$ cat config.mk
export PLATFORM = sky130hd
export DESIGN_NAME = fspc_skid
export DESIGN_NICKNAME = d
export VERILOG_FILES = /design/src/fspc_pkg.sv /design/src/fspc_skid.sv
export SDC_FILE = /design/constraint.sdc
export NUM_CORES = 1
export LEC_CHECK = 0
export BUFFER_PORTS_ARGS = -buffer_cell sky130_fd_sc_hd__buf_4
export CAP_MARGIN = 20
export CORE_MARGIN = 4
export CORE_UTILIZATION = 56
export DETAILED_ROUTE_END_ITERATION = 10
export GPL_ROUTABILITY_DRIVEN = 0
export HOLD_SLACK_MARGIN = 0.02
export PLACE_DENSITY = 0.95
export SYNTH_ARGS = -nofsm -noshare
export SYNTH_HDL_FRONTEND = slang
export SYNTH_SLANG_ARGS = --single-unit
$ cat constraint.sdc
create_clock -name clk -period 21.3 [get_ports clk]
set_input_delay 3.195 -clock clk [delete_from_list [all_inputs] [get_ports clk]]
set_output_delay 3.195 -clock clk [all_outputs]
set_load 0.01 [all_outputs]
$ cat src/fspc_pkg.sv
// Shared types, codes and helpers for the five-stage pipeline step core.
// No dependencies; imported by every module of the block.
package fspc_pkg;

    // Instruction store depth (words), power of two.
    localparam int unsigned IMEM_DEPTH_DEF = 1024;
    // Register file is fixed at eight entries.
    localparam int unsigned RF_DEPTH = 8;
    localparam int unsigned RF_AW    = 3;

    localparam int unsigned S_TDATA_W = 48;
    localparam int unsigned M_TDATA_W = 80;

    // Request kinds carried on s_tuser.
    localparam logic CMD_LOAD = 1'b0;
    localparam logic CMD_TICK = 1'b1;

    typedef enum logic [5:0] {
        OP_NOOP = 6'd0,
        OP_ALU  = 6'd1,
        OP_ADDI = 6'd2,
        OP_ANDI = 6'd3,
        OP_HALT = 6'd4,
        OP_JUMP = 6'd5,
        OP_BEQ  = 6'd6
    } opcode_t;

    typedef enum logic [5:0] {
        FN_ADD = 6'd0,
        FN_SUB = 6'd1,
        FN_AND = 6'd2,
        FN_OR  = 6'd3,
        FN_XOR = 6'd4
    } funct_t;

    // One result request.
    typedef struct packed {
        logic               halted;
        logic [31:0]        cycle_count;
        logic [9:0]         program_counter;
        logic               writeback_enable;
        logic [2:0]         writeback_register;
        logic signed [31:0] writeback_value;
    } result_t;

    function automatic logic [31:0] sext16(input logic [15:0] v);
        return {{16{v[15]}}, v};
    endfunction

    function automatic opcode_t op_of(input logic [31:0] w);
        return opcode_t'(w[31:26]);
    endfunction

endpackage

$ cat src/fspc_skid.sv
// Output register with skid stage for result requests.
// Depends on fspc_pkg.
module fspc_skid (
    input  logic              clk,
    input  logic              rst_n,
    input  logic              in_valid,
    output logic              in_ready,
    input  fspc_pkg::result_t in_data,
    output logic              out_valid,
    input  logic              out_ready,
    output fspc_pkg::result_t out_data
);
    import fspc_pkg::*;

    logic    out_valid_reg, skid_valid_reg;
    result_t out_data_reg, skid_data_reg;
    logic    take;

    assign in_ready = ~skid_valid_reg;
    assign take     = in_valid & ~skid_valid_reg;

    always_ff @(posedge clk or negedge rst_n)
    begin
        if (!rst_n)
        begin
            out_valid_reg  <= 1'b0;
            skid_valid_reg <= 1'b0;
        end
        else if (!out_valid_reg || out_ready)
        begin
            if (skid_valid_reg)
            begin
                out_valid_reg  <= 1'b1;
                skid_valid_reg <= 1'b0;
            end
            else
            begin
                out_valid_reg <= take;
            end
        end
        else if (take)
        begin
            skid_valid_reg <= 1'b1;
        end
    end

    always_ff @(posedge clk)
    begin
        if (!out_valid_reg || out_ready)
        begin
            if (skid_valid_reg)
            begin
                out_data_reg <= skid_data_reg;
            end
            else if (take)
            begin
                out_data_reg <= in_data;
            end
        end
        else if (take)
        begin
            skid_data_reg <= in_data;
        end
    end

    assign out_valid = out_valid_reg;
    assign out_data  = out_data_reg;

endmodule
* Word-level counts from Yosys, hierarchy flattened
Cells that the tools add are included.
** Storage, ports and cells
- Logic and storage cells :: 28
- Register bits :: 160
- Output and inout bits :: 81
- Bits of input ports :: 83
** Operators by class
- Bitwise operators :: 3
- Muxes and demuxes :: 5
- Reduce and logical (&&, ||, !) cells :: 6
** Operators by type and width (number)
- $mux W79 :: 2
- $reduce_and A2 Y1 :: 2
- $reduce_bool A2 Y1 :: 2
- $mux W1 :: 3
- $not A1 Y1 :: 2
- $and A1 B1 Y1 :: 1
- $logic_not A1 Y1 :: 1
- $logic_or A1 B1 Y1 :: 1

* Depth between registers and ports, before layout
- Word-level depth :: 4
- Depth in mapped cells :: 4
- Mapped depth without buffers :: 2

* Worst setup path after synthesis
OpenSTA, ideal clock, no wires.
- Path type :: input to register
- From :: input out_ready
- To :: register skid_data_reg[0] (netlist bit), enable pin
- Data required time :: 20.671 ns
- Library setup time :: 0.629 ns
- Setup slack :: 11.512 ns
- Buffers on the path :: 0
- Stages :: 2
- Arrival time :: 9.159 ns
- Path through :: nand2b_1 nor3b_1
** Between the ends
- Cells in the longest elaborated chain, start to end :: 3
** Ends and longest elaborated chain
- start, declared :: RTL line fspc_skid.sv:10 : input logic out_ready,
- $logic_or A1 B1 Y1 :: RTL line fspc_skid.sv:49 : if (!out_valid_reg || out_ready)
- $not A1 Y1 (no line)
- $reduce_and A2 Y1 (no line)
- end signal, assigned :: RTL line fspc_skid.sv:62 : skid_data_reg <= in_data;
- end, declared :: RTL line fspc_skid.sv:16 : result_t out_data_reg, skid_data_reg;
Every way passes these cells.
A chain may end at the register's enable or synchronous reset.

* Final worst setup path
- From :: register skid_valid_reg
- To :: output in_ready
** Between the ends
- Cells in the longest elaborated chain, start to end :: 1
** Ends and longest elaborated chain
- start, declared :: RTL line fspc_skid.sv:15 : logic out_valid_reg, skid_valid_reg;
- start signal, assigned :: RTL line fspc_skid.sv:27 : skid_valid_reg <= 1'b0;
- start signal, assigned :: RTL line fspc_skid.sv:34 : skid_valid_reg <= 1'b0;
- start signal, assigned :: RTL line fspc_skid.sv:43 : skid_valid_reg <= 1'b1;
- $not A1 Y1 :: RTL line fspc_skid.sv:19 : assign in_ready = ~skid_valid_reg;
- end, declared :: RTL line fspc_skid.sv:7 : output logic in_ready,
Every way passes these cells.

==> metrics.txt <==
status completed; Crit path max-delay family flip-flops; dpl hpwl 7470 µm; CP peak stage delay 0.79 ns; critical path type reg2out; first-pass GRT wire length 17,000 µm; routed wire length 11,100 µm; WP data arrival 1.55 ns; Yosys cell types 12; drt wl/cell 19.2 µm; final core occ 77.1%; clock-pin slew on the worst setup and hold paths 0.06 ns; IO Pins 164; vias in the first global route 3,147; Core ar. 0.0104 mm²; post-synth top area share 78.3%; CP Cell Sequence inv_1 > buf_4; Multi-input gate area 0.00118 mm²; power density cells 95.6 mW/mm²; number of fill cells 575; r2r setup slk 18.99 ns; Clock Tree Root clkbuf_8; HP Class reg2reg; Final Setup Violations 0; Final Hold Vio Count 0; Final Net Count 514; Register Area 0.00480 mm²; RSZ-0062 raised after global routing false; Mean Syn Cell Area 23.8 µm²; starting DRC count in detailed routing 114; DRC errors left 0; ratio of cells with drive above 1 in the final layout 62.4%; Post-Route Setup TNS 0 ns; die area 0.0126 mm²; main flop type after synthesis edfxtp_1; CP max stage cell dfrtp_4; Worst Path Required 18.11 ns; FF-to-FF path depth 2; cts bufs inserted 17; Tcrit/Tclk final 22.3%; cts hold-fix bufs 0; min Tclk post-route 4.74 ns; row count 37; diode count 0; post-synthesis async set-or-reset flop share 1.25%; Commonest cells post-synth 158 x edfxtp_1, 66 x mux2_4, 13 x mux2_2; Final Skew 0.00890 ns; most numerous cell in the Yosys netlist edfxtp_1; Die X 112 µm; Area Growth Syn to Fin 32.4%; DR vias 2,952; Mapped Area 0.00606 mm²; Resize count post-CTS 0; htree depth 4; DRT Pass-1 Iters 4; pre-CTS WS 16.35 ns; crit path launch type flip-flop; Die Y 112 µm; largest area contributor in the netlist edfxtp_1; clk_lat worst skew 0.49 ns; Post-CTS Setup Bufs 0; synthesized netlist cell count 255; Routed Antenna Nets 0; Peak VDD IR 69.2 µV; FF-to-FF End out_data[4]$_DFFE_PP_; EDFF count, synth 158; maxcap violations 0; initial antenna violation count 0; CTS max path bufs 2; end of the critical path in_ready; top post-synthesis cells by area edfxtp_1 78%, mux2_4 16%, mux2_2 2.4%; static leakage 0.00316 µW; synth warn 0; fin. max-slew vios 0; Worst path depth 2; Crit Path Max Fanout 32; CP endpoint kind output pin; post-route setup slack 16.56 ns; relative slew slack 31.3%; Vias/cell 5.09; worst-margin pin slew 1.03 ns; Total GRT Usage 17.6%; r2r startpoint skid_valid_reg$_DFFE_PN0P_; Starting Density 58.2%; fmax 211 MHz; clk sink count 160; Overflow after GRT 0; crit path from skid_valid_reg$_DFFE_PN0P_; Buf+Inv Stages, Crit Path 2; Yosys reg bits 160; syn_nets 338; PortBufs 163; largest net degree at the start of global routing 80; sequential area share after synthesis 79.1%; CTS tree done
metal layers:
metal	GRT usage (%)	vias up	part of all wire [%]
met5	0	-	0
met2	31.2	122	53
met3	5.77	8	7.1
met4	4.89	0	1.0
li1	-	1366	-
met1	20.7	1456	39
report_power, final:
group          total, µW  leakage [µW]  switching [µW]  internal [µW]
registers            381       0.00151            8.30            372
logic               79.0       0.00136            33.3           45.7
clock network        308      0.000286             116            192
total                768       0.00316             158            610
cell usage in the layout (no fill, tap or decap):
cell / count
clkinv_2: 1
clkbuf_1: 3
mux2_2: 13
o21a_4: 1
bufinv_16: 4
nor2_1: 2
nor3b_2: 1
clkbuf_8: 1
clkbuf_16: 16
nand2_1: 1
inv_6: 3
dfrtp_4: 1
inv_1: 1
edfxtp_1: 158
buf_16: 1
dfrtp_1: 1
clkinv_4: 1
clkinvlp_4: 3
buf_4: 165
mux2_4: 66
nand2b_1: 1
cell type report:
class | instances | share of cell area (%)
multi-input combinational | 85 | 14.7
clock inverter | 12 | 2.28
sequential | 160 | 59.8
timing repair buffer | 166 | 15.8
clock buffer | 20 | 5.30
inverter | 1 | 0.0468
tap | 136 | 2.12
worst min path at each step:
| stage | startpoint | slack (ns) | depth (start not counted) | end |
|---|---|---|---|---|
| 6_report | skid_data_reg[41]$_DFFE_PP_ | 0.54 | 1 | out_data[41]$_DFFE_PP_ |
| 5_1_grt | skid_data_reg[46]$_DFFE_PP_ | 0.56 | 1 | out_data[46]$_DFFE_PP_ |
| 3_5_place_dp | skid_data_reg[54]$_DFFE_PP_ | 0.53 | 1 | out_data[54]$_DFFE_PP_ |
| 3_3_place_gp | skid_data_reg[44]$_DFFE_PP_ | 0.53 | 1 | out_data[44]$_DFFE_PP_ |
| 2_1_floorplan | skid_data_reg[75]$_DFFE_PP_ | 0.52 | 1 | out_data[75]$_DFFE_PP_ |
| 4_1_cts | skid_data_reg[46]$_DFFE_PP_ | 0.54 | 1 | out_data[46]$_DFFE_PP_ |
through the flow:
stage	total power (µW)	instances	hold WS [ns]	instance area, µm²
after floorplan	428	255	0.523	6060
after global placement	462	547	0.530	7390
after detailed placement	466	547	0.534	7390
after CTS	774	579	0.545	8000
after global routing	795	580	0.555	8030
final	768	580	0.544	8030
cell families (layout without fill, tap and decap cells):
logic type             count (synthesis)  count (layout)  synth area share, %
muxes                                 79              79                 18.8
buffers and inverters                 10             199                 1.63
DFF                                  160             160                 79.1
and+or+nand+nor                        5               5                0.413
AOI/OAI and AO/OA                      1               1                0.124
Power figures use the tool's default switching activity.
