**src/fspc_pkg.sv**
```systemverilog
// Shared types, codes and helpers for the five-stage pipeline step core.
// No dependencies; imported by every module of the block.
package fspc_pkg;

    // Instruction store depth (words), power of two.
    localparam int unsigned IMEM_DEPTH_DEF = 1024;
    // Register file is fixed at eight entries.
    localparam int unsigned RF_DEPTH = 8;
    localparam int unsigned RF_AW    = 3;

    localparam int unsigned S_TDATA_W = 48;
    localparam int unsigned M_TDATA_W = 80;

    // Request kinds carried on s_tuser.
    localparam logic CMD_LOAD = 1'b0;
    localparam logic CMD_TICK = 1'b1;

    typedef enum logic [5:0] {
        OP_NOOP = 6'd0,
        OP_ALU  = 6'd1,
        OP_ADDI = 6'd2,
        OP_ANDI = 6'd3,
        OP_HALT = 6'd4,
        OP_JUMP = 6'd5,
        OP_BEQ  = 6'd6
    } opcode_t;

    typedef enum logic [5:0] {
        FN_ADD = 6'd0,
        FN_SUB = 6'd1,
        FN_AND = 6'd2,
        FN_OR  = 6'd3,
        FN_XOR = 6'd4
    } funct_t;

    // One result request.
    typedef struct packed {
        logic               halted;
        logic [31:0]        cycle_count;
        logic [9:0]         program_counter;
        logic               writeback_enable;
        logic [2:0]         writeback_register;
        logic signed [31:0] writeback_value;
    } result_t;

    function automatic logic [31:0] sext16(input logic [15:0] v);
        return {{16{v[15]}}, v};
    endfunction

    function automatic opcode_t op_of(input logic [31:0] w);
        return opcode_t'(w[31:26]);
    endfunction

endpackage

```
**src/fspc_pipe.sv**
```systemverilog
// Pipeline state (IF/ID, ID/EX, EX/MEM, MEM/WB), register file and one-tick next-state logic.
// Depends on fspc_pkg; fetch word comes from fspc_imem.
module fspc_pipe #(
    parameter int unsigned IMEM_DEPTH = fspc_pkg::IMEM_DEPTH_DEF,
    parameter int unsigned AW         = $clog2(IMEM_DEPTH)
) (
    input  logic              clk,
    input  logic              rst_n,
    input  logic              tick,
    input  logic [31:0]       fetch_word,
    output logic [AW-1:0]     fetch_addr,
    output fspc_pkg::result_t result
);
    import fspc_pkg::*;

    logic [AW-1:0] fetch_pc_reg;
    logic [31:0]   ifid_instr_reg;
    logic [10:0]   ifid_next_pc_reg;
    logic [31:0]   idex_instr_reg, idex_a_reg, idex_b_reg, idex_imm_reg;
    logic [31:0]   exmem_instr_reg, exmem_target_reg, exmem_alu_reg;
    logic          exmem_take_reg;
    logic [31:0]   memwb_instr_reg, memwb_value_reg;
    logic [31:0]   tick_count_reg;
    logic          halt_reg;
    logic [31:0]   rf_reg [RF_DEPTH];

    logic          active;
    logic [31:0]   pc_inc;
    logic [AW-1:0] pc_next;
    logic [31:0]   id_imm_next;
    opcode_t       id_op, ex_op, wb_op;
    logic          take_next;
    logic [31:0]   target_next, alu_next, br_sum;
    logic          wb_en;
    logic [RF_AW-1:0] wb_reg;
    logic [31:0]   count_next;
    logic          halt_next;
    logic [31:0]   pc_out_wide;

    assign active = tick & ~halt_reg;

    // fetch
    assign pc_inc  = 32'(fetch_pc_reg) + 32'd1;
    assign pc_next = exmem_take_reg ? exmem_target_reg[AW-1:0] : pc_inc[AW-1:0];

    // decode: only beq sign-extends
    assign id_op       = op_of(ifid_instr_reg);
    assign id_imm_next = (id_op == OP_BEQ) ? sext16(ifid_instr_reg[15:0])
                                           : {16'd0, ifid_instr_reg[15:0]};

    // execute
    assign ex_op  = op_of(idex_instr_reg);
    assign br_sum = {21'd0, ifid_next_pc_reg} + sext16(idex_imm_reg[15:0]);

    always_comb
    begin
        take_next   = 1'b0;
        target_next = exmem_target_reg;
        alu_next    = exmem_alu_reg;
        unique case (ex_op)
            OP_ALU:
            begin
                case (funct_t'(idex_instr_reg[5:0]))
                    FN_ADD:  alu_next = idex_a_reg + idex_b_reg;
                    FN_SUB:  alu_next = idex_a_reg - idex_b_reg;
                    FN_AND:  alu_next = idex_a_reg & idex_b_reg;
                    FN_OR:   alu_next = idex_a_reg | idex_b_reg;
                    FN_XOR:  alu_next = idex_a_reg ^ idex_b_reg;
                    default: alu_next = exmem_alu_reg;
                endcase
            end
            OP_ADDI: alu_next = idex_a_reg + idex_imm_reg;
            OP_ANDI: alu_next = idex_a_reg & idex_imm_reg;
            OP_JUMP:
            begin
                take_next   = 1'b1;
                target_next = br_sum;
            end
            OP_BEQ:
            begin
                take_next   = (idex_a_reg == idex_b_reg);
                target_next = br_sum;
            end
            default: alu_next = '0;
        endcase
    end

    // writeback
    assign wb_op  = op_of(memwb_instr_reg);
    assign wb_en  = (wb_op != OP_NOOP) && (wb_op != OP_BEQ) && (wb_op != OP_JUMP);
    assign wb_reg = (wb_op == OP_ALU) ? memwb_instr_reg[13:11] : memwb_instr_reg[18:16];

    assign count_next = tick_count_reg + 32'd1;
    assign halt_next  = (op_of(exmem_instr_reg) == OP_HALT);

    always_ff @(posedge clk or negedge rst_n)
    begin
        if (!rst_n)
        begin
            fetch_pc_reg     <= '0;
            ifid_instr_reg   <= '0;
            ifid_next_pc_reg <= '0;
            idex_instr_reg   <= '0;
            idex_a_reg       <= '0;
            idex_b_reg       <= '0;
            idex_imm_reg     <= '0;
            exmem_instr_reg  <= '0;
            exmem_target_reg <= '0;
            exmem_alu_reg    <= '0;
            exmem_take_reg   <= 1'b0;
            memwb_instr_reg  <= '0;
            memwb_value_reg  <= '0;
            tick_count_reg   <= '0;
            halt_reg         <= 1'b0;
            for (int i = 0; i < RF_DEPTH; i++)
            begin
                rf_reg[i] <= '0;
            end
        end
        else if (active)
        begin
            fetch_pc_reg     <= pc_next;
            ifid_instr_reg   <= fetch_word;
            ifid_next_pc_reg <= pc_inc[10:0];
            idex_instr_reg   <= ifid_instr_reg;
            idex_a_reg       <= rf_reg[ifid_instr_reg[23:21]];
            idex_b_reg       <= rf_reg[ifid_instr_reg[18:16]];
            idex_imm_reg     <= id_imm_next;
            exmem_instr_reg  <= idex_instr_reg;
            exmem_take_reg   <= take_next;
            exmem_target_reg <= target_next;
            exmem_alu_reg    <= alu_next;
            memwb_instr_reg  <= exmem_instr_reg;
            memwb_value_reg  <= exmem_alu_reg;
            tick_count_reg   <= count_next;
            halt_reg         <= halt_next;
            if (wb_en)
            begin
                rf_reg[wb_reg] <= memwb_value_reg;
            end
        end
    end

    // address the store will hold in front of fetch after this cycle
    assign fetch_addr  = active ? pc_next : fetch_pc_reg;
    assign pc_out_wide = 32'(fetch_addr);

    always_comb
    begin
        result.halted             = active ? halt_next : halt_reg;
        result.cycle_count        = active ? count_next : tick_count_reg;
        result.program_counter    = pc_out_wide[9:0];
        result.writeback_enable   = active & wb_en;
        result.writeback_register = (active & wb_en) ? wb_reg : 3'd0;
        result.writeback_value    = (active & wb_en) ? memwb_value_reg : 32'sd0;
    end

endmodule

```
**config.mk**
```make
export PLATFORM = sky130hd
export DESIGN_NAME = fspc_pipe
export DESIGN_NICKNAME = d
export VERILOG_FILES = /design/src/fspc_pkg.sv /design/src/fspc_pipe.sv
export SDC_FILE = /design/constraint.sdc
export NUM_CORES = 1
export LEC_CHECK = 0
export BUFFER_PORTS_ARGS = -buffer_cell sky130_fd_sc_hd__buf_2
export CELL_PAD_IN_SITES_DETAIL_PLACEMENT = 1
export CELL_PAD_IN_SITES_GLOBAL_PLACEMENT = 1
export CORE_ASPECT_RATIO = 2
export CORE_MARGIN = 4
export CORE_UTILIZATION = 30
export DETAILED_ROUTE_END_ITERATION = 16
export GPL_TIMING_DRIVEN = 1
export PLACE_DENSITY = 0.6
export SETUP_SLACK_MARGIN = 0.05
export SLEW_MARGIN = 0
export SYNTH_ARGS = -nofsm -noshare
export SYNTH_HDL_FRONTEND = slang
export SYNTH_SLANG_ARGS = --single-unit
```
**constraint.sdc**
```tcl
create_clock -name clk -period 3.9 [get_ports clk]
set_clock_uncertainty 0.05 [all_clocks]
set_input_delay 0 -clock clk [delete_from_list [all_inputs] [get_ports clk]]
set_output_delay 0 -clock clk [all_outputs]
set_load 0.1 [all_outputs]
```
; Yosys cells after proc, flatten, opt, wreduce, memory -nomap -nowiden
; Index checks and enable logic that the tools add are counted.
[classes]
n_addsub = 6
magnitude_cmp = 4
reduce_logical = 9
bitwise = 11
n_eq_ne = 16
n_mux = 20
[ops]
columns = op, count
row1 = 256-bit bitwise mux, 1
row2 = 32-bit 2-to-1 mux, 8
row3 = 32-bit binary-select mux with 3-bit select, 2
row4 = 32-bit case mux with 5 select lines, 1
row5 = 32-bit case mux with 4 select lines, 1
row6 = 32-bit demux with 3-bit select, 1
row7 = 32-bit adder, 2
row8 = 32-bit AND, 2
row9 = 32-bit by 1-bit adder with 32-bit output (second input constant), 1
row10 = 32-bit equality test, 1
row11 = 32-bit OR, 1
row12 = 32-bit subtractor, 1
row13 = 32-bit bitwise XOR, 1
row14 = 6-bit by 3-bit equality test with 1-bit output (second input constant), 5
row15 = 6-bit by 2-bit equality test with 1-bit output (second input constant), 4
row16 = 10-bit 2-to-1 mux, 2
row17 = 6-bit by 1-bit equality test with 1-bit output (second input constant), 3
row18 = 4-bit greater-or-equal comparator (second input constant), 3
row19 = 6-bit by 3-bit inequality test with 1-bit output (second input constant), 2
row20 = 3-bit inverter with 4-bit output, 3
row21 = 10-bit by 1-bit adder with 10-bit output (second input constant), 1
row22 = 10-bit adder, 1
row23 = 6-bit zero test, 1
row24 = 3-bit 2-to-1 mux, 2
row25 = 11 further kinds, 16
[word_totals]
out_inout_bits = 89
input_bits = 35
reg_bits = 608

; Depth between registers and ports, before layout
; Gate-level depths: netlist (run 1).
[depth]
depth_word = 8
mapped_depth = 14

; Worst setup path after synthesis (run 1)
; No wires, ideal clock.
[synth_timing]
path_type = register -> output
startpoint = register fetch_pc_reg[2]
endpoint = output result[45] in the netlist's numbering
path_stages_with_launch = 10
arrival_time_ps = 4245
path_slack_ps = -395
path_cell_list = dfrtp_1 > and3_1 > and3_1 > and3_1 > clkbuf_1 > nand3_1 > nor3_1 > a21oi_1 > o21ai_0 > buf_4
[synth_via]
elab_chain_len = 3
[synth_rtl]
columns = element, line
row1 = start: declaration, fspc_pipe.sv:16  ; logic [AW-1:0] fetch_pc_reg;
row2 = start signal: assignment, fspc_pipe.sv:122  ; fetch_pc_reg <= pc_next;
row3 = 10-bit by 1-bit adder with 10-bit output, fspc_pipe.sv:43  ; assign pc_inc = 32'(fetch_pc_reg) + 32'd1;
row4 = 10-bit 2-to-1 mux, fspc_pipe.sv:44  ; assign pc_next = exmem_take_reg ? exmem_target_reg[AW-1:0] : pc_inc[AW-1:0];
row5 = 10-bit 2-to-1 mux, n/a
row6 = end: declaration, fspc_pipe.sv:12  ; output fspc_pkg::result_t result
; Every way passes these cells.

; Worst setup path after layout (run 1)
[layout_timing]
startpoint = register idex_b_reg[7]
endpoint = register exmem_alu_reg[28]
[layout_via]
elab_chain_len = 3
word_cells_on_any_way = 4
[layout_rtl]
columns = element, line
row1 = start: declaration, fspc_pipe.sv:19  ; logic [31:0] idex_instr_reg, idex_a_reg, idex_b_reg, idex_imm_reg;
row2 = start signal: assignment, fspc_pipe.sv:127  ; idex_b_reg <= rf_reg[ifid_instr_reg[18:16]];
row3 = 32-bit subtractor or 32-bit adder (tied branches), "fspc_pipe.sv:65, fspc_pipe.sv:64"
row4 = 32-bit case mux with 5 select lines *, fspc_pipe.sv:63  ; case (funct_t'(idex_instr_reg[5:0]))
row5 = 32-bit case mux with 4 select lines *, fspc_pipe.sv:60  ; unique case (ex_op)
row6 = end signal: assignment, fspc_pipe.sv:132  ; exmem_alu_reg <= alu_next;
row7 = end: declaration, fspc_pipe.sv:20  ; logic [31:0] exmem_instr_reg, exmem_target_reg, exmem_alu_reg;
; Mark *: on every way between the ends. The rest lies on a longest branch, timed or not.
; A chain may end at the register's enable or synchronous reset.

==> metrics.csv, run 1 <==
metric,value,unit
first-pass GRT wire length,167000,um
Synth-to-Final Area Change,17.8,%
Pint,17.0,mW
CTS tree,done,
Seq. cell area,13200,um2
H-Tree Depth,2,
fillers,11492,
sequential share of power,0.303,
setup ws final,0.100,ns
count of warnings emitted by yosys,0,
die area,110000,um2
part of the cycle the worst path needs,0.974,
synthesized area per cell,10.3,um2
CP max stage delay,0.75,ns
part of the Yosys area used for sequential elements,0.419,
fin. max-slew vios,0,
share of cells above drive strength 1,0.250,
Post-Syn Nets,3228,
Final min period,3.80,ns
largest net degree at the start of global routing,155,
Worst EP required,4.35,ns
largest area contributor in the netlist,dfrtp_1,
Slew Limit Headroom,0.393,
Least-Margin Pin Slew,0.902,ns
worst skew pair latency,0.67,ns
"count leader, synth",nand2_1,
Max VDD drop,0.000384,V
final hold vios,0,
dpl cells,4466,
post-route setup TNS,0,ns
ys flop type,dfrtp_1,
Post-Syn Area,31400,um2
clk slew on worst S/H paths,0.07,ns
switching pwr,14.6,mW
pre-CTS worst setup slack,0.100,ns
Post-DRT Antenna Nets,0,
R2R depth,14,
async set-or-reset flop fraction in the synthesized netlist,1.00,
port bufs,119,
"Distinct cells, synth",84,
Vias/cell,5.32,
Max Fclk,263,MHz
Min Hold Slack,0.0482,ns
Levels on crit path,14,
Tightest Hold Check Type,in2reg,
max reg flops,256,
# rows,167,
multi-input combinational cell area,17100,um2
GPL Wtd Cong,0.971,
Max Root-Sink Buffers,3,
CP max FO,5,
effective utilization at floorplan,0.302,
Layout Nets,3410,
Final Non-Filler Cells,4630,
Mapped Cells,3051,
vias in the first global route,26981,
pwr dens,854,nW/um2
# setup viols final,0,
slowest CP cell,o31ai_1,
ranking of synthesized cells by area,"dfrtp_1 42%, mux2_2 9.3%, mux4_2 9.2%",
total iterations of the first detailed-routing run,5,
grt total ovfl,0,
Iteration-0 DRC Markers,1208,
TritonCTS Sinks,526,
CP bufs+invs,3,
flop-to-flop setup slack,0.10,ns
post-route cell area,37000,um2
utilization after layout,0.356,
setup repair after global routing missed its margin,yes,
gr usage total,0.195,
max-cap violation count,0,
via count,24646,
Startpoint Class,flop,
Clock power frac,0.167,
crit end category,flop,
"Arr. time, crit path",4.25,ns
hold path depth,4,
DRC,0,
Synth top cells by count,"538 x nand2_1, 526 x dfrtp_1, 260 x mux2_2",
CP cell instances,inv_1 > ha_1 > nor3_1 > buf_4 > o21ai_0 > a31oi_2 > nor4b_2 > buf_4 > o31ai_1 > a211oi_1 > xnor2_1 > o211ai_1 > a221oi_1 > o21ai_0,
Overall Power,31.6,mW
placed cell area,34500,um2
CTS buffer count,51,
CTS root buf,clkbuf_16,
Post-synth EDFFs,0,
switching share of power,0.462,
Comb pwr share,0.530,
status,finished clean,
Synth top area share,0.419,
DIE WIDTH,237,um
Setup CP Type,reg2reg,
Synth Register Bits,526,
core area,104000,um2
Routed WL,110000,um
I/O pin cnt,124,
Post-DP HPWL,78100,um
Crit path max-delay family,compound AO/OA/AOI/OAI gates,
post-DR wirelength/cell,23.7,um
initial antenna violation count,2,
die height,466,um
P_leak,17.0,nW
## routing by layer
layer  track usage  part of all wire
met1         0.212              0.37
met2         0.376              0.54
met3        0.0197             0.030
met4        0.0915             0.055
met5             0                 0
## final timing paths
path | from | end
min in group asynchronous | rst_n | exmem_instr_reg[18]
min reg2reg | ifid_instr_reg[10] | idex_instr_reg[10]
max in group asynchronous | rst_n | tick_count_reg[4]
max | idex_b_reg[7] | exmem_alu_reg[28]
max reg2reg | idex_b_reg[7] | exmem_alu_reg[28]
min | fetch_word[18] | ifid_instr_reg[18]
## cells in the final DEF (no fill, tap or decap), types with 15 or more instances in the layout
master         instances
xnor2_1               56
buf_4                156
buf_2                115
o21ai_0              184
xor2_1                31
a221oi_1              24
a31oi_1               23
mux2i_1               83
o31ai_1               17
dfrtp_1              517
nand3_1               30
mux4_2               128
a211oi_1              21
ha_1                 137
nor2_1               135
mux2_2               260
a21o_1                31
and3_1                20
clkbuf_16             51
buf_12                24
nor3_1                29
o221ai_1              15
dlygate4sd3_1         63
inv_1                111
nand2_1              537
a21oi_1              127
and2_1                39
o21bai_1              22
## tightest hold or removal path, cell delays in order
cell	delay (ns)
dlygate4sd3_1	0.52
buf_2	0.11
nand2_1	0.05
nand2_1	0.05
## cell type report
cell class              count  share of cell area
clock buffers              73              0.0397
inverters                 112              0.0114
repair buffers            360              0.0784
multi-input cells        2182               0.461
clock inverters            23             0.00724
diodes                      2            0.000135
flip-flops and latches    526               0.356
well taps                1352              0.0457
## kinds of logic after synthesis
family                     after synthesis  share of synthesized area
buffers and inverters                  343                     0.0425
DFF                                    526                      0.419
muxes                                  471                      0.212
and+or+nand+nor                        887                      0.123
xor gates and xnor gates                87                     0.0243
adders and majority gates              142                     0.0575
AOI/OAI and AO/OA                      595                      0.122
## repair_timing
item,4_1_cts,5_1_grt
pin swaps,1,5
resized for setup,0,16
cloned,0,0
hold buffers,64,0
buffers inserted,0,2
setup endpoints to repair,1,10
hold endpoints to repair,600,0
## power by group through the flow
stage               Combinational, mW  Clock [mW]  Sequential, mW
detailed placement               16.4           0            9.68
global placement                 16.2           0            9.60
global route                     18.0        5.67            9.86
finish                           16.8        5.28            9.56
CTS                              16.7        5.48            9.61
floorplan                        11.5           0            8.23
Note: power is estimated with default switching activity, not from simulation.
==> run 2: changes to the inputs <==
--- a/config.mk
+++ b/config.mk
@@ -5,6 +5,7 @@
 export SDC_FILE = /design/constraint.sdc
 export NUM_CORES = 1
 export LEC_CHECK = 0
+export ABC_AREA = 1
 export BUFFER_PORTS_ARGS = -buffer_cell sky130_fd_sc_hd__buf_2
 export CELL_PAD_IN_SITES_DETAIL_PLACEMENT = 1
 export CELL_PAD_IN_SITES_GLOBAL_PLACEMENT = 1
@@ -13,7 +14,7 @@
 export CORE_UTILIZATION = 30
 export DETAILED_ROUTE_END_ITERATION = 16
 export GPL_TIMING_DRIVEN = 1
-export PLACE_DENSITY = 0.6
+export PLACE_DENSITY = 0.63
 export SETUP_SLACK_MARGIN = 0.05
 export SLEW_MARGIN = 0
 export SYNTH_ARGS = -nofsm -noshare
==> metrics.csv, run 2 <==
metric,value,unit
Final min period,3.50,ns
Max VDD drop,0.000796,V
Clock power frac,0.166,
CTS root buf,clkbuf_16,
CTS tree,done,
die area,114000,um2
Startpoint Class,flop,
CP bufs+invs,1,
CP max stage delay,0.47,ns
Post-DRT Antenna Nets,0,
utilization after layout,0.344,
post-DR wirelength/cell,23.8,um
worst hold start,fetch_word[15],
# setup viols final,0,
CP cell instances,nor2_4 > nand4_2 > nor2_2 > nand4_1 > nor2_1 > nand3_1 > nor4_2 > xor2_1 > buf_2,
Synth Register Bits,526,
Least-Margin Pin Slew,1.09,ns
part of the Yosys area used for sequential elements,0.403,
setup bufs post-CTS,0,
worst skew pair latency,0.66,ns
max-cap violation count,0,
"count leader, synth",nand2_1,
DIE WIDTH,241,um
crit path launch,halt_reg,
GPL Wtd Cong,1.00,
"commonest non-fill, non-tap cells in the layout","1125 x nand2_1, 660 x o21ai_0, 522 x dfrtp_1",
TritonCTS Sinks,526,
total iterations of the first detailed-routing run,5,
slowest CP cell,buf_2,
final hold vios,0,
count of warnings emitted by yosys,0,
post-route setup TNS,0,ns
die height,474,um
Synth top area share,0.403,
Worst EP required,3.85,ns
Post-Syn Nets,4739,
setup repair after global routing missed its margin,no,
async set-or-reset flop fraction in the synthesized netlist,1.00,
Vias/cell,5.34,
switching pwr,18.3,mW
fillers,13466,
Crit path max-delay family,simple AND/OR/NAND/NOR gates,
grt total ovfl,0,
DRC,0,
"commonest non-fill, non-tap cell in the layout",nand2_1,
Synth-to-Final Area Change,13.5,%
CP max FO,10,
Layout Nets,4773,
fin. max-slew vios,0,
via count,32129,
# rows,170,
Setup CP Type,reg2out,
Post-DP HPWL,103000,um
largest area contributor in the netlist,dfrtp_1,
synthesized area per cell,7.15,um2
Max Root-Sink Buffers,3,
Slew Limit Headroom,0.275,
Comb pwr share,0.558,
"Arr. time, crit path",3.45,ns
crit end category,primary output,
CTS buffer count,51,
sequential share of power,0.276,
port bufs,119,
largest net degree at the start of global routing,129,
max reg flops,256,
Pint,16.1,mW
Crit Reg-Reg Startpoint,idex_a_reg[0],
part of the cycle the worst path needs,0.897,
Routed WL,143000,um
first-pass GRT wire length,215000,um
Synth top cells by count,"1125 x nand2_1, 660 x o21ai_0, 526 x dfrtp_1",
core area,108000,um2
"Distinct cells, synth",56,
H-Tree Depth,2,
Mapped Cells,4562,
pwr dens,930,nW/um2
gr usage total,0.248,
P_leak,17.5,nW
Max Fclk,286,MHz
Post-Syn Area,32600,um2
initial antenna violation count,4,
clk slew on worst S/H paths,0.07,ns
status,finished clean,
share of cells above drive strength 1,0.0750,
switching share of power,0.533,
Tightest Hold Check Type,in2reg,
Post-synth EDFFs,0,
I/O pin cnt,124,
vias in the first global route,34139,
ys flop type,dfrtp_1,
ranking of synthesized cells by area,"dfrtp_1 40%, nand2_1 13%, o21ai_0 10%",
Iteration-0 DRC Markers,1794,
effective utilization at floorplan,0.303,
run 2: cell types whose count changed after synthesis, sizes merged, moves of 58 or more:
cell and delta:
mux2 -260, inv +334, nand2 +597, nor2 +383, o21ai +606, mux2i -83
mux4 -128, a21oi +99, o22ai +58, nand3 +138
run 2: area by class of cell:
cell class / count / area, um2 / share of cell area
diodes: 1 / 2.50 / 0.0000676
well taps: 1376 / 1720 / 0.0465
repair buffers: 234 / 1870 / 0.0504
flip-flops and latches: 526 / 13200 / 0.356
clock inverters: 28 / 398 / 0.0107
clock buffers: 68 / 1470 / 0.0397
multi-input cells: 3333 / 16700 / 0.451
inverters: 450 / 1690 / 0.0457
run 2: cells by family (layout without fill, tap and decap cells):
kind of cell    after synthesis  in the layout  share of synthesized area
simple gates               1916           1916                      0.239
compound gates             1225           1225                      0.203
buf+inv                     703            780                     0.0856
flops                       526            526                      0.403
fa+ha+maj                   142            142                     0.0554
xor+xnor                     50             50                     0.0134
other cells                   0              1                          0
run 2: path summary, 6_finish.rpt:
path	end	slack, ns	cells after the start
worst max register to register	exmem_alu_reg[22]	0.71	15
max in group asynchronous	idex_instr_reg[6]	1.72	4
worst min register to register	ifid_instr_reg[15]	0.43	2
worst min-delay path	ifid_instr_reg[15]	0.04	4
min in group asynchronous	rf_reg[192]	0.47	3
worst max-delay path	result[74]	0.40	9
run 2: power by group through the flow:
stage / clock (mW) / sequential (mW) / combinational (mW)
after floorplan: 0 / 8.70 / 13.0
after global placement: 0 / 9.49 / 18.7
after detailed placement: 0 / 9.57 / 19.0
after CTS: 5.82 / 9.49 / 19.2
after global routing: 6.03 / 9.77 / 21.1
final: 5.70 / 9.51 / 19.2
run 2: timing repair:
action,CTS,global route
resized for setup,0,0
hold endpoints to repair,223,0
hold buffers,40,0
run 2: through the flow:
step	area [um2]	hold slack, ns	std cells	worst slack (ns)	power, mW
global placement	34700	0.102	5879	0.798	28.2
CTS	37000	0.00529	6015	0.246	34.5
global route	37000	0.0643	6016	0.157	36.9
detailed placement	34700	0.0893	5879	0.765	28.6
floorplan	32600	-0.346	4562	0.125	21.7
finish	37000	0.0415	6016	0.400	34.4
run 2: worst min-delay path, delay by kind of cell:
kind | cells | cell delay, ns
buf+inv | 2 | 0.62
simple gates | 2 | 0.09
run 2: layer usage:
metal  track usage  routed length [um]
met5             0                  13
met4         0.149               10200
met3        0.0219                4480
met2         0.471               76300
met1         0.262               52400
